## config.mk

```make
export PLATFORM = sky130hd
export DESIGN_NAME = keyed_minimum_tracker
export DESIGN_NICKNAME = d
export VERILOG_FILES = /design/src/design/kmt_pkg.sv /design/src/design/kmt_cell.sv /design/src/design/keyed_minimum_tracker.sv
export SDC_FILE = /design/constraint.sdc
export NUM_CORES = 2
export LEC_CHECK = 0
export BUFFER_PORTS_ARGS = -buffer_cell sky130_fd_sc_hd__buf_2
export CAP_MARGIN = 30
export CORE_MARGIN = 4
export CORE_UTILIZATION = 60
export CTS_CLUSTER_SIZE = 28
export DETAILED_ROUTE_END_ITERATION = 7
export PLACE_DENSITY = 0.82
export SLEW_MARGIN = 20
export SYNTH_ARGS = -nofsm -noshare
export SYNTH_HDL_FRONTEND = slang
export SYNTH_SLANG_ARGS = --single-unit
```

## constraint.sdc

```tcl
create_clock -name i_clk -period 6.1 [get_ports i_clk]
set_input_delay 0.915 -clock i_clk [delete_from_list [all_inputs] [get_ports i_clk]]
set_output_delay 0.915 -clock i_clk [all_outputs]
set_load 0.1 [all_outputs]
```

## src/design/kmt_pkg.sv

```systemverilog
// ----------------------------------------------------------------------------
// kmt_pkg: shared types and constants of the keyed minimum tracker
// Holds the field widths, the operation codes, and the structs that
// travel along the row of slot cells.
// ----------------------------------------------------------------------------
package kmt_pkg;

    // Fixed widths of the item fields.
    localparam int VALUE_W       = 32;
    localparam int OWNER_ID_W    = 16;
    localparam int ENTRY_COUNT_W = 5;

    // Operation codes carried by the mode field.
    localparam logic MODE_ADD  = 1'b0;
    localparam logic MODE_DROP = 1'b1;

    // Operation broadcast to every cell while an item is in progress.
    typedef struct packed {
        logic               sample;   // cells latch their owner match
        logic               mode;     // operation code
        logic               any_hit;  // some valid slot matches the owner
        logic [VALUE_W-1:0] value;    // value to store on add
    } t_bcast;

    // Token handed from one cell to the next, one cell per cycle.
    typedef struct packed {
        logic               go;       // token is present this cycle
        logic               placed;   // a free slot has already been claimed
        logic               any;      // at least one valid slot seen so far
        logic [VALUE_W-1:0] min;      // running minimum of valid values
    } t_tok;

endpackage

```

## src/design/kmt_cell.sv

```systemverilog
// ----------------------------------------------------------------------------
// kmt_cell: one slot of the keyed minimum tracker
// Stores one owner and value with a valid bit. It compares its owner in
// parallel with the other cells, then updates its slot when the token
// passes and folds its value into the running minimum and count.
// ----------------------------------------------------------------------------
module kmt_cell #(
    parameter int OWNER_BITS = 16,
    parameter int CNT_W      = 5
) (
    input  logic                   i_clk,
    input  logic                   i_rst_n,
    input  kmt_pkg::t_bcast        i_bc,
    input  logic [OWNER_BITS-1:0]  i_owner,
    input  kmt_pkg::t_tok          i_tok,
    input  logic [CNT_W-1:0]       i_cnt,
    output kmt_pkg::t_tok          o_tok,
    output logic [CNT_W-1:0]       o_cnt,
    output logic                   o_match
);
    import kmt_pkg::*;

    logic                  r_valid;
    logic                  n_valid;
    logic [OWNER_BITS-1:0] r_owner;
    logic [OWNER_BITS-1:0] n_owner;
    logic [VALUE_W-1:0]    r_value;
    logic [VALUE_W-1:0]    n_value;
    logic                  r_match;
    t_tok                  r_tok;
    t_tok                  n_tok;
    logic [CNT_W-1:0]      r_cnt;
    logic [CNT_W-1:0]      n_cnt;
    logic                  is_add;
    logic                  claim;

    // Slot update when the token arrives, and the folded running results.
    always_comb begin
        is_add  = (i_bc.mode == MODE_ADD);
        claim   = is_add && !i_bc.any_hit && !i_tok.placed && !r_valid;
        n_valid = r_valid;
        n_owner = r_owner;
        n_value = r_value;
        if (i_tok.go) begin
            if (claim) begin
                n_valid = 1'b1;
                n_owner = i_owner;
            end
            if (is_add && (r_match || claim)) begin
                n_value = i_bc.value;
            end
            if (!is_add && r_match) begin
                n_valid = 1'b0;
            end
        end

        n_tok        = i_tok;
        n_tok.placed = i_tok.placed || claim;
        n_cnt        = i_cnt;
        if (n_valid) begin
            n_cnt     = i_cnt + CNT_W'(1);
            n_tok.any = 1'b1;
            if (!i_tok.any || (n_value < i_tok.min)) begin
                n_tok.min = n_value;
            end
        end
    end

    // Control state: valid bit and the token handed to the next cell.
    always_ff @(posedge i_clk) begin
        if (!i_rst_n) begin
            r_valid <= 1'b0;
            r_tok   <= '0;
        end else begin
            r_valid <= n_valid;
            r_tok   <= n_tok;
        end
    end

    // Slot contents, match flag and running count.
    always_ff @(posedge i_clk) begin
        r_owner <= n_owner;
        r_value <= n_value;
        r_cnt   <= n_cnt;
        if (i_bc.sample) begin
            r_match <= r_valid && (r_owner == i_owner);
        end
    end

    assign o_tok   = r_tok;
    assign o_cnt   = r_cnt;
    assign o_match = r_match;

endmodule

```

## src/design/keyed_minimum_tracker.sv

```systemverilog
// ----------------------------------------------------------------------------
// keyed_minimum_tracker: table of per-owner values with minimum report
// An item moves through the match, reduce and walk states; in the walk the token
// passes the row of SLOTS cells one cell per cycle. A new item is taken only once
// the last result has moved to the output register, which i_ready can hold back.
// A finished result waits in the output register while the next item runs.
// Reset (synchronous, active low) clears all valid bits: the table is empty.
// ----------------------------------------------------------------------------
module keyed_minimum_tracker #(
    parameter int SLOTS      = 16,
    parameter int OWNER_BITS = 16
) (
    input  logic                                 i_clk,
    input  logic                                 i_rst_n,
    input  logic                                 i_valid,
    output logic                                 o_ready,
    input  logic                                 i_mode,
    input  logic [kmt_pkg::OWNER_ID_W-1:0]       i_owner_id,
    input  logic [kmt_pkg::VALUE_W-1:0]          i_value,
    output logic                                 o_valid,
    input  logic                                 i_ready,
    output logic [kmt_pkg::VALUE_W-1:0]          o_min_value,
    output logic [kmt_pkg::ENTRY_COUNT_W-1:0]    o_entry_count,
    output logic                                 o_changed,
    output logic                                 o_table_full
);
    import kmt_pkg::*;

    localparam int CNT_W = $clog2(SLOTS + 1);

    typedef enum logic [4:0] {
        S_IDLE   = 5'b00001,
        S_MATCH  = 5'b00010,
        S_REDUCE = 5'b00100,
        S_WALK   = 5'b01000,
        S_DONE   = 5'b10000
    } t_state;

    t_state                r_state;
    t_state                n_state;
    logic                  r_mode;
    logic [OWNER_BITS-1:0] r_owner;
    logic [VALUE_W-1:0]    r_value;
    logic                  r_any_hit;
    logic                  r_launch;
    logic [VALUE_W-1:0]    r_res_min;
    logic [CNT_W-1:0]      r_res_cnt;
    logic                  r_res_placed;
    logic                  r_o_valid;
    logic [VALUE_W-1:0]    r_o_min;
    logic [ENTRY_COUNT_W-1:0] r_o_cnt;
    logic                  r_o_changed;
    logic                  r_o_full;

    t_bcast                bc;
    t_tok                  tok [0:SLOTS];
    logic [CNT_W-1:0]      cnt [0:SLOTS];
    logic [SLOTS-1:0]      match;
    logic                  load_out;
    logic                  is_add;

    // Broadcast of the current operation to every cell.
    always_comb begin
        bc.sample  = (r_state == S_MATCH);
        bc.mode    = r_mode;
        bc.any_hit = r_any_hit;
        bc.value   = r_value;
    end

    // Token entering the first cell.
    always_comb begin
        tok[0].go     = r_launch;
        tok[0].placed = 1'b0;
        tok[0].any    = 1'b0;
        tok[0].min    = '0;
        cnt[0]        = '0;
    end

    // Row of slot cells.
    for (genvar g = 0; g < SLOTS; g++) begin : g_cell
        kmt_cell #(
            .OWNER_BITS (OWNER_BITS),
            .CNT_W      (CNT_W)
        ) u_cell (
            .i_clk   (i_clk),
            .i_rst_n (i_rst_n),
            .i_bc    (bc),
            .i_owner (r_owner),
            .i_tok   (tok[g]),
            .i_cnt   (cnt[g]),
            .o_tok   (tok[g+1]),
            .o_cnt   (cnt[g+1]),
            .o_match (match[g])
        );
    end

    assign is_add   = (r_mode == MODE_ADD);
    assign load_out = (r_state == S_DONE) && (!r_o_valid || i_ready);

    // Sequencer for one item at a time.
    always_comb begin
        n_state = r_state;
        case (r_state)
            S_IDLE: begin
                if (i_valid) begin
                    n_state = S_MATCH;
                end
            end
            S_MATCH:  n_state = S_REDUCE;
            S_REDUCE: n_state = S_WALK;
            S_WALK: begin
                if (tok[SLOTS].go) begin
                    n_state = S_DONE;
                end
            end
            S_DONE: begin
                if (load_out) begin
                    n_state = S_IDLE;
                end
            end
            default: n_state = S_IDLE;
        endcase
    end

    // Control registers.
    always_ff @(posedge i_clk) begin
        if (!i_rst_n) begin
            r_state   <= S_IDLE;
            r_launch  <= 1'b0;
            r_o_valid <= 1'b0;
        end else begin
            r_state  <= n_state;
            r_launch <= (r_state == S_REDUCE);
            if (load_out) begin
                r_o_valid <= 1'b1;
            end else if (i_ready) begin
                r_o_valid <= 1'b0;
            end
        end
    end

    // Item capture, owner-hit reduction and result registers.
    always_ff @(posedge i_clk) begin
        if ((r_state == S_IDLE) && i_valid) begin
            r_mode  <= i_mode;
            r_owner <= OWNER_BITS'(i_owner_id);
            r_value <= i_value;
        end
        if (r_state == S_REDUCE) begin
            r_any_hit <= |match;
        end
        if ((r_state == S_WALK) && tok[SLOTS].go) begin
            r_res_min    <= tok[SLOTS].min;
            r_res_cnt    <= cnt[SLOTS];
            r_res_placed <= tok[SLOTS].placed;
        end
        if (load_out) begin
            r_o_min     <= r_res_min;
            r_o_cnt     <= ENTRY_COUNT_W'(r_res_cnt);
            r_o_changed <= is_add || r_any_hit;
            r_o_full    <= is_add && !r_any_hit && !r_res_placed;
        end
    end

    assign o_ready       = (r_state == S_IDLE);
    assign o_valid       = r_o_valid;
    assign o_min_value   = r_o_min;
    assign o_entry_count = r_o_cnt;
    assign o_changed     = r_o_changed;
    assign o_table_full  = r_o_full;

endmodule

```

==> impl_results.md <==
* Unrepaired setup endpoints after global routing: no
* Data arrival time of the critical path at 5.92 ns
* Starting Density at 0.603
* Post CTS Setup Buffer Count at 0
* Max cap viols at 0
* Cts hold-fix bufs at 0
* Largest family of logic cells by synthesized area: multiplexers
* Row cnt at 122
* Hold path cells at 1
* Hold/Removal Path Class: input pin to flip-flop
* Nets at 6512
* Peak VDD IR at a little over 0.0003 V
* Multiplexer share of the synthesized area at 0.0979
* Synth Area in Adders at 0.0899
* R2r setup slk at 0.85 ns
* DRT Pass-1 Iters at 8
* DRC viols at 0
* Required @ worst endpoint at just under 7 ns
* Htree depth at 4
* Die X at roughly 340 um
* PwrDens at 283 nW/um2
* Most common cell after layout, fill and taps aside: dfxtp_1
* Yosys Warn Count at 0
* Overflow after GRT at 0
* Worst Hold Path EP: r_value[31]
* Period utilisation layout at 0.861
* Area of the die at roughly 120000 um2
* CP Class: flip-flop to flip-flop
* Core area at around 110000 um2
* Simple-gate share of the synthesized area at 0.0969
* Compound-Gate Fraction of Synth Area at 0.0948
* First-pass GRT wire length at 251000 um
* Post-route setup TNS at 0 ns
* Critical Path End Type: flip-flop
* Lkg Pwr at slightly below 30 nW
* Critical-path maximum fanout at 48
* Final WL at roughly 160000 um
* Slew @ Worst Pin at around 1.2 ns
* Post-synthesis async set-or-reset flop share at 0
* Register bit total from synthesis at roughly 1600
* DP HPWL at roughly 110000 um
* Mapped Area at around 67000 um2
* Fin crit period at 5.25 ns
* Gr usage total at 0.269
* Clock Latency Late Sink at between 0.7 and 0.8 ns
* Max Fclk at ~190 MHz
* Hold_sp: i_value[31]
* Setup ws final at approximately 0.85 ns
* Initial DRC Count at between 3000 and 4000
* Clock root buffer: clkbuf_16
* CTS tree: built
* Crit start category: flip-flop
* Post-synth EDFFs at between 300 and 400
* Cell variety after synth at a little under 80
* Rel. slew slack at 0.226
* Register area share after synthesis at 0.529
* Port buffer count at 93
* Resized Gates After CTS at 0
* GP Congestion at approximately 0.86
* Share of cells above drive strength 1 at 0.180
* Synth Area in XOR/XNOR at 0.0403
* Drt via density at between 5 and 6
* Final Hold Fails at 0
* Setup violators final at 0
* Post-detailed-route wirelength per cell at around 21 um
* FF-to-FF Start: r_any_hit
* Status: complete, no violations
* Post-synthesis instance total at 5913
* Most frequent cells in the layout: dfxtp_1, mux2_2, inv_1, ha_1, nand3_1
* Syn Area/Cell at 11.3 um2
* Skew final at between 0.04 and 0.05 ns
* R2R depth at 12
* Initial antenna violation count at 4
* Via count at about 45000
* Synth Flop Type: dfxtp_1
* Filler Cells Inserted at a little under 8000
* Max Root-Sink Buffers at 3
* Reg2reg end: g_cell[14].u_cell.o_tok[8]
* CTS Buf Count at 152
* Post-DRT Antenna Nets at 0
* I/O pins at 94
* Clock sink total at between 1500 and 2000
* Pin count of the biggest net entering global routing at approximately 210
* Setup WS pre-CTS at around 1.0 ns
* Synthesized Nets at roughly 6400
* Die Ht at between 300 and 400 um
* Clock-pin slew on the worst setup and hold paths at 0.06 ns
* Slew Viols, Final at 0
* Vias in the first global route at 45400
* Layout area overhead at 11.5%
cell usage after synthesis (8+ instances only):
cell | n | area (um2)
xnor2_1 | 220 | 1930
nand4_1 | 155 | 970
a211oi_1 | 38 | 285
o21a_1 | 25 | 188
nor4_1 | 46 | 288
and2_1 | 26 | 163
ha_1 | 479 | 5990
a21o_1 | 25 | 188
mux2i_1 | 68 | 681
nor3b_1 | 9 | 67.6
o21ai_0 | 80 | 400
o21ai_1 | 12 | 60.1
mux2_2 | 519 | 5840
xor2_1 | 87 | 762
nor2b_1 | 24 | 150
buf_6 | 21 | 236
and3_1 | 40 | 250
nand2_1 | 210 | 788
edfxtp_1 | 399 | 12000
nor3_1 | 44 | 220
and4_1 | 12 | 105
a31oi_1 | 14 | 87.6
nand3_1 | 449 | 2250
a21oi_1 | 160 | 801
nor2_1 | 175 | 657
o31ai_1 | 380 | 2850
o221a_2 | 33 | 372
buf_4 | 12 | 90.1
buf_2 | 65 | 325
dfxtp_1 | 1163 | 23300
buf_1 | 21 | 78.8
inv_1 | 506 | 1900
clkbuf_1 | 205 | 769
o2111ai_1 | 8 | 70.1
nand2b_1 | 49 | 307
o211ai_1 | 25 | 188
cell families (layout without fill, tap and decap cells):
group           Yosys count  count (layout)
mux                     587             587
fa+ha+maj               479             479
simple gates           1266            1266
buf+inv                 831            1022
compound gates          881             881
xor+xnor                307             307
flops                  1562            1562
other cells               0               4
area by class of cell:
type	instances	area, um2	area share
well taps	1488	1860	0.0251
flip-flops and latches	1562	35300	0.475
repair buffers	237	1750	0.0235
inverters	507	1910	0.0257
clock buffers	220	4540	0.0610
diodes	4	10.0	0.000135
clock inverters	58	734	0.00988
multi-input cells	3520	28200	0.380
critical path, stage by stage, from the launching register on:
cell and delay, ns:
edfxtp_1 0.39, buf_4 0.26, or4b_1 0.62, a21oi_4 0.79, mux2_2 0.45, ha_1 0.30, nand4_1 0.13, nor3_1 0.55
o211ai_1 0.21, o21ai_0 0.58, o31ai_4 0.13, buf_4 0.30, o31ai_1 0.35
power by group:
| part | internal [mW] | switching (mW) | leakage (nW) | total (mW) |
|---|---|---|---|---|
| Clock | 5.68 | 4.04 | 2.59 | 9.72 |
| Combinational | 0.157 | 0.455 | 13.2 | 0.612 |
| Sequential | 10.7 | 0.0548 | 13.0 | 10.7 |
| Total | 16.5 | 4.55 | 28.8 | 21.0 |
sequential cells by signal, summed over array words and instances (netlist names):
name	count
r_res_placed	1
g_cell.u_cell.r_value	512
g_cell.u_cell.o_cnt	70
o_min_value	32
o_entry_count	5
g_cell.u_cell.r_owner	256
r_state	5
r_mode	1
r_res_cnt	5
g_cell.u_cell.r_valid	15
o_changed	1
g_cell.u_cell.o_match	16
r_res_min	32
r_any_hit	1
o_valid	1
o_table_full	1
r_owner	16
r_value	32
g_cell.u_cell.o_tok	559
r_launch	1
worst max path at each step:
stage | startpoint | to | slack (ns) | cells after the start
6_report | r_any_hit | g_cell[14].u_cell.o_tok[8] | 0.85 | 12
5_1_grt | r_any_hit | g_cell[4].u_cell.o_tok[26] | 0.62 | 14
3_3_place_gp | r_any_hit | g_cell[4].u_cell.o_tok[18] | 1.16 | 14
2_1_floorplan | r_mode | g_cell[14].u_cell.r_owner[0] | 2.20 | 7
4_1_cts | r_any_hit | g_cell[4].u_cell.o_tok[31] | 0.95 | 14
3_5_place_dp | r_any_hit | g_cell[13].u_cell.o_tok[28] | 1.02 | 13
through the flow:
step / util / instance area, um2 / hold WS, ns / power [mW] / instances
2_1_floorplan: - / 66700 / 0.386 / 11.2 / 5913
3_3_place_gp: 0.623 / 68900 / 0.386 / 11.5 / 7302
3_5_place_dp: 0.624 / 69000 / 0.389 / 11.5 / 7312
4_1_cts: 0.672 / 74300 / 0.280 / 21.1 / 7590
5_1_grt: 0.672 / 74300 / 0.288 / 21.6 / 7595
6_report: 0.672 / 74300 / 0.310 / 21.0 / 7596
routing by layer:
layer  vias to the layer above  GRT usage  wire length [um]  part of all wire
met5                         -          0                 0                 0
met4                         0      0.114              6480             0.040
met3                       397     0.0434             10200             0.064
met2                      1578      0.460             78000              0.49
met1                     22100      0.340             65300              0.41
li1                      21400          -                 -                 -
Power figures use the tool's default switching activity.
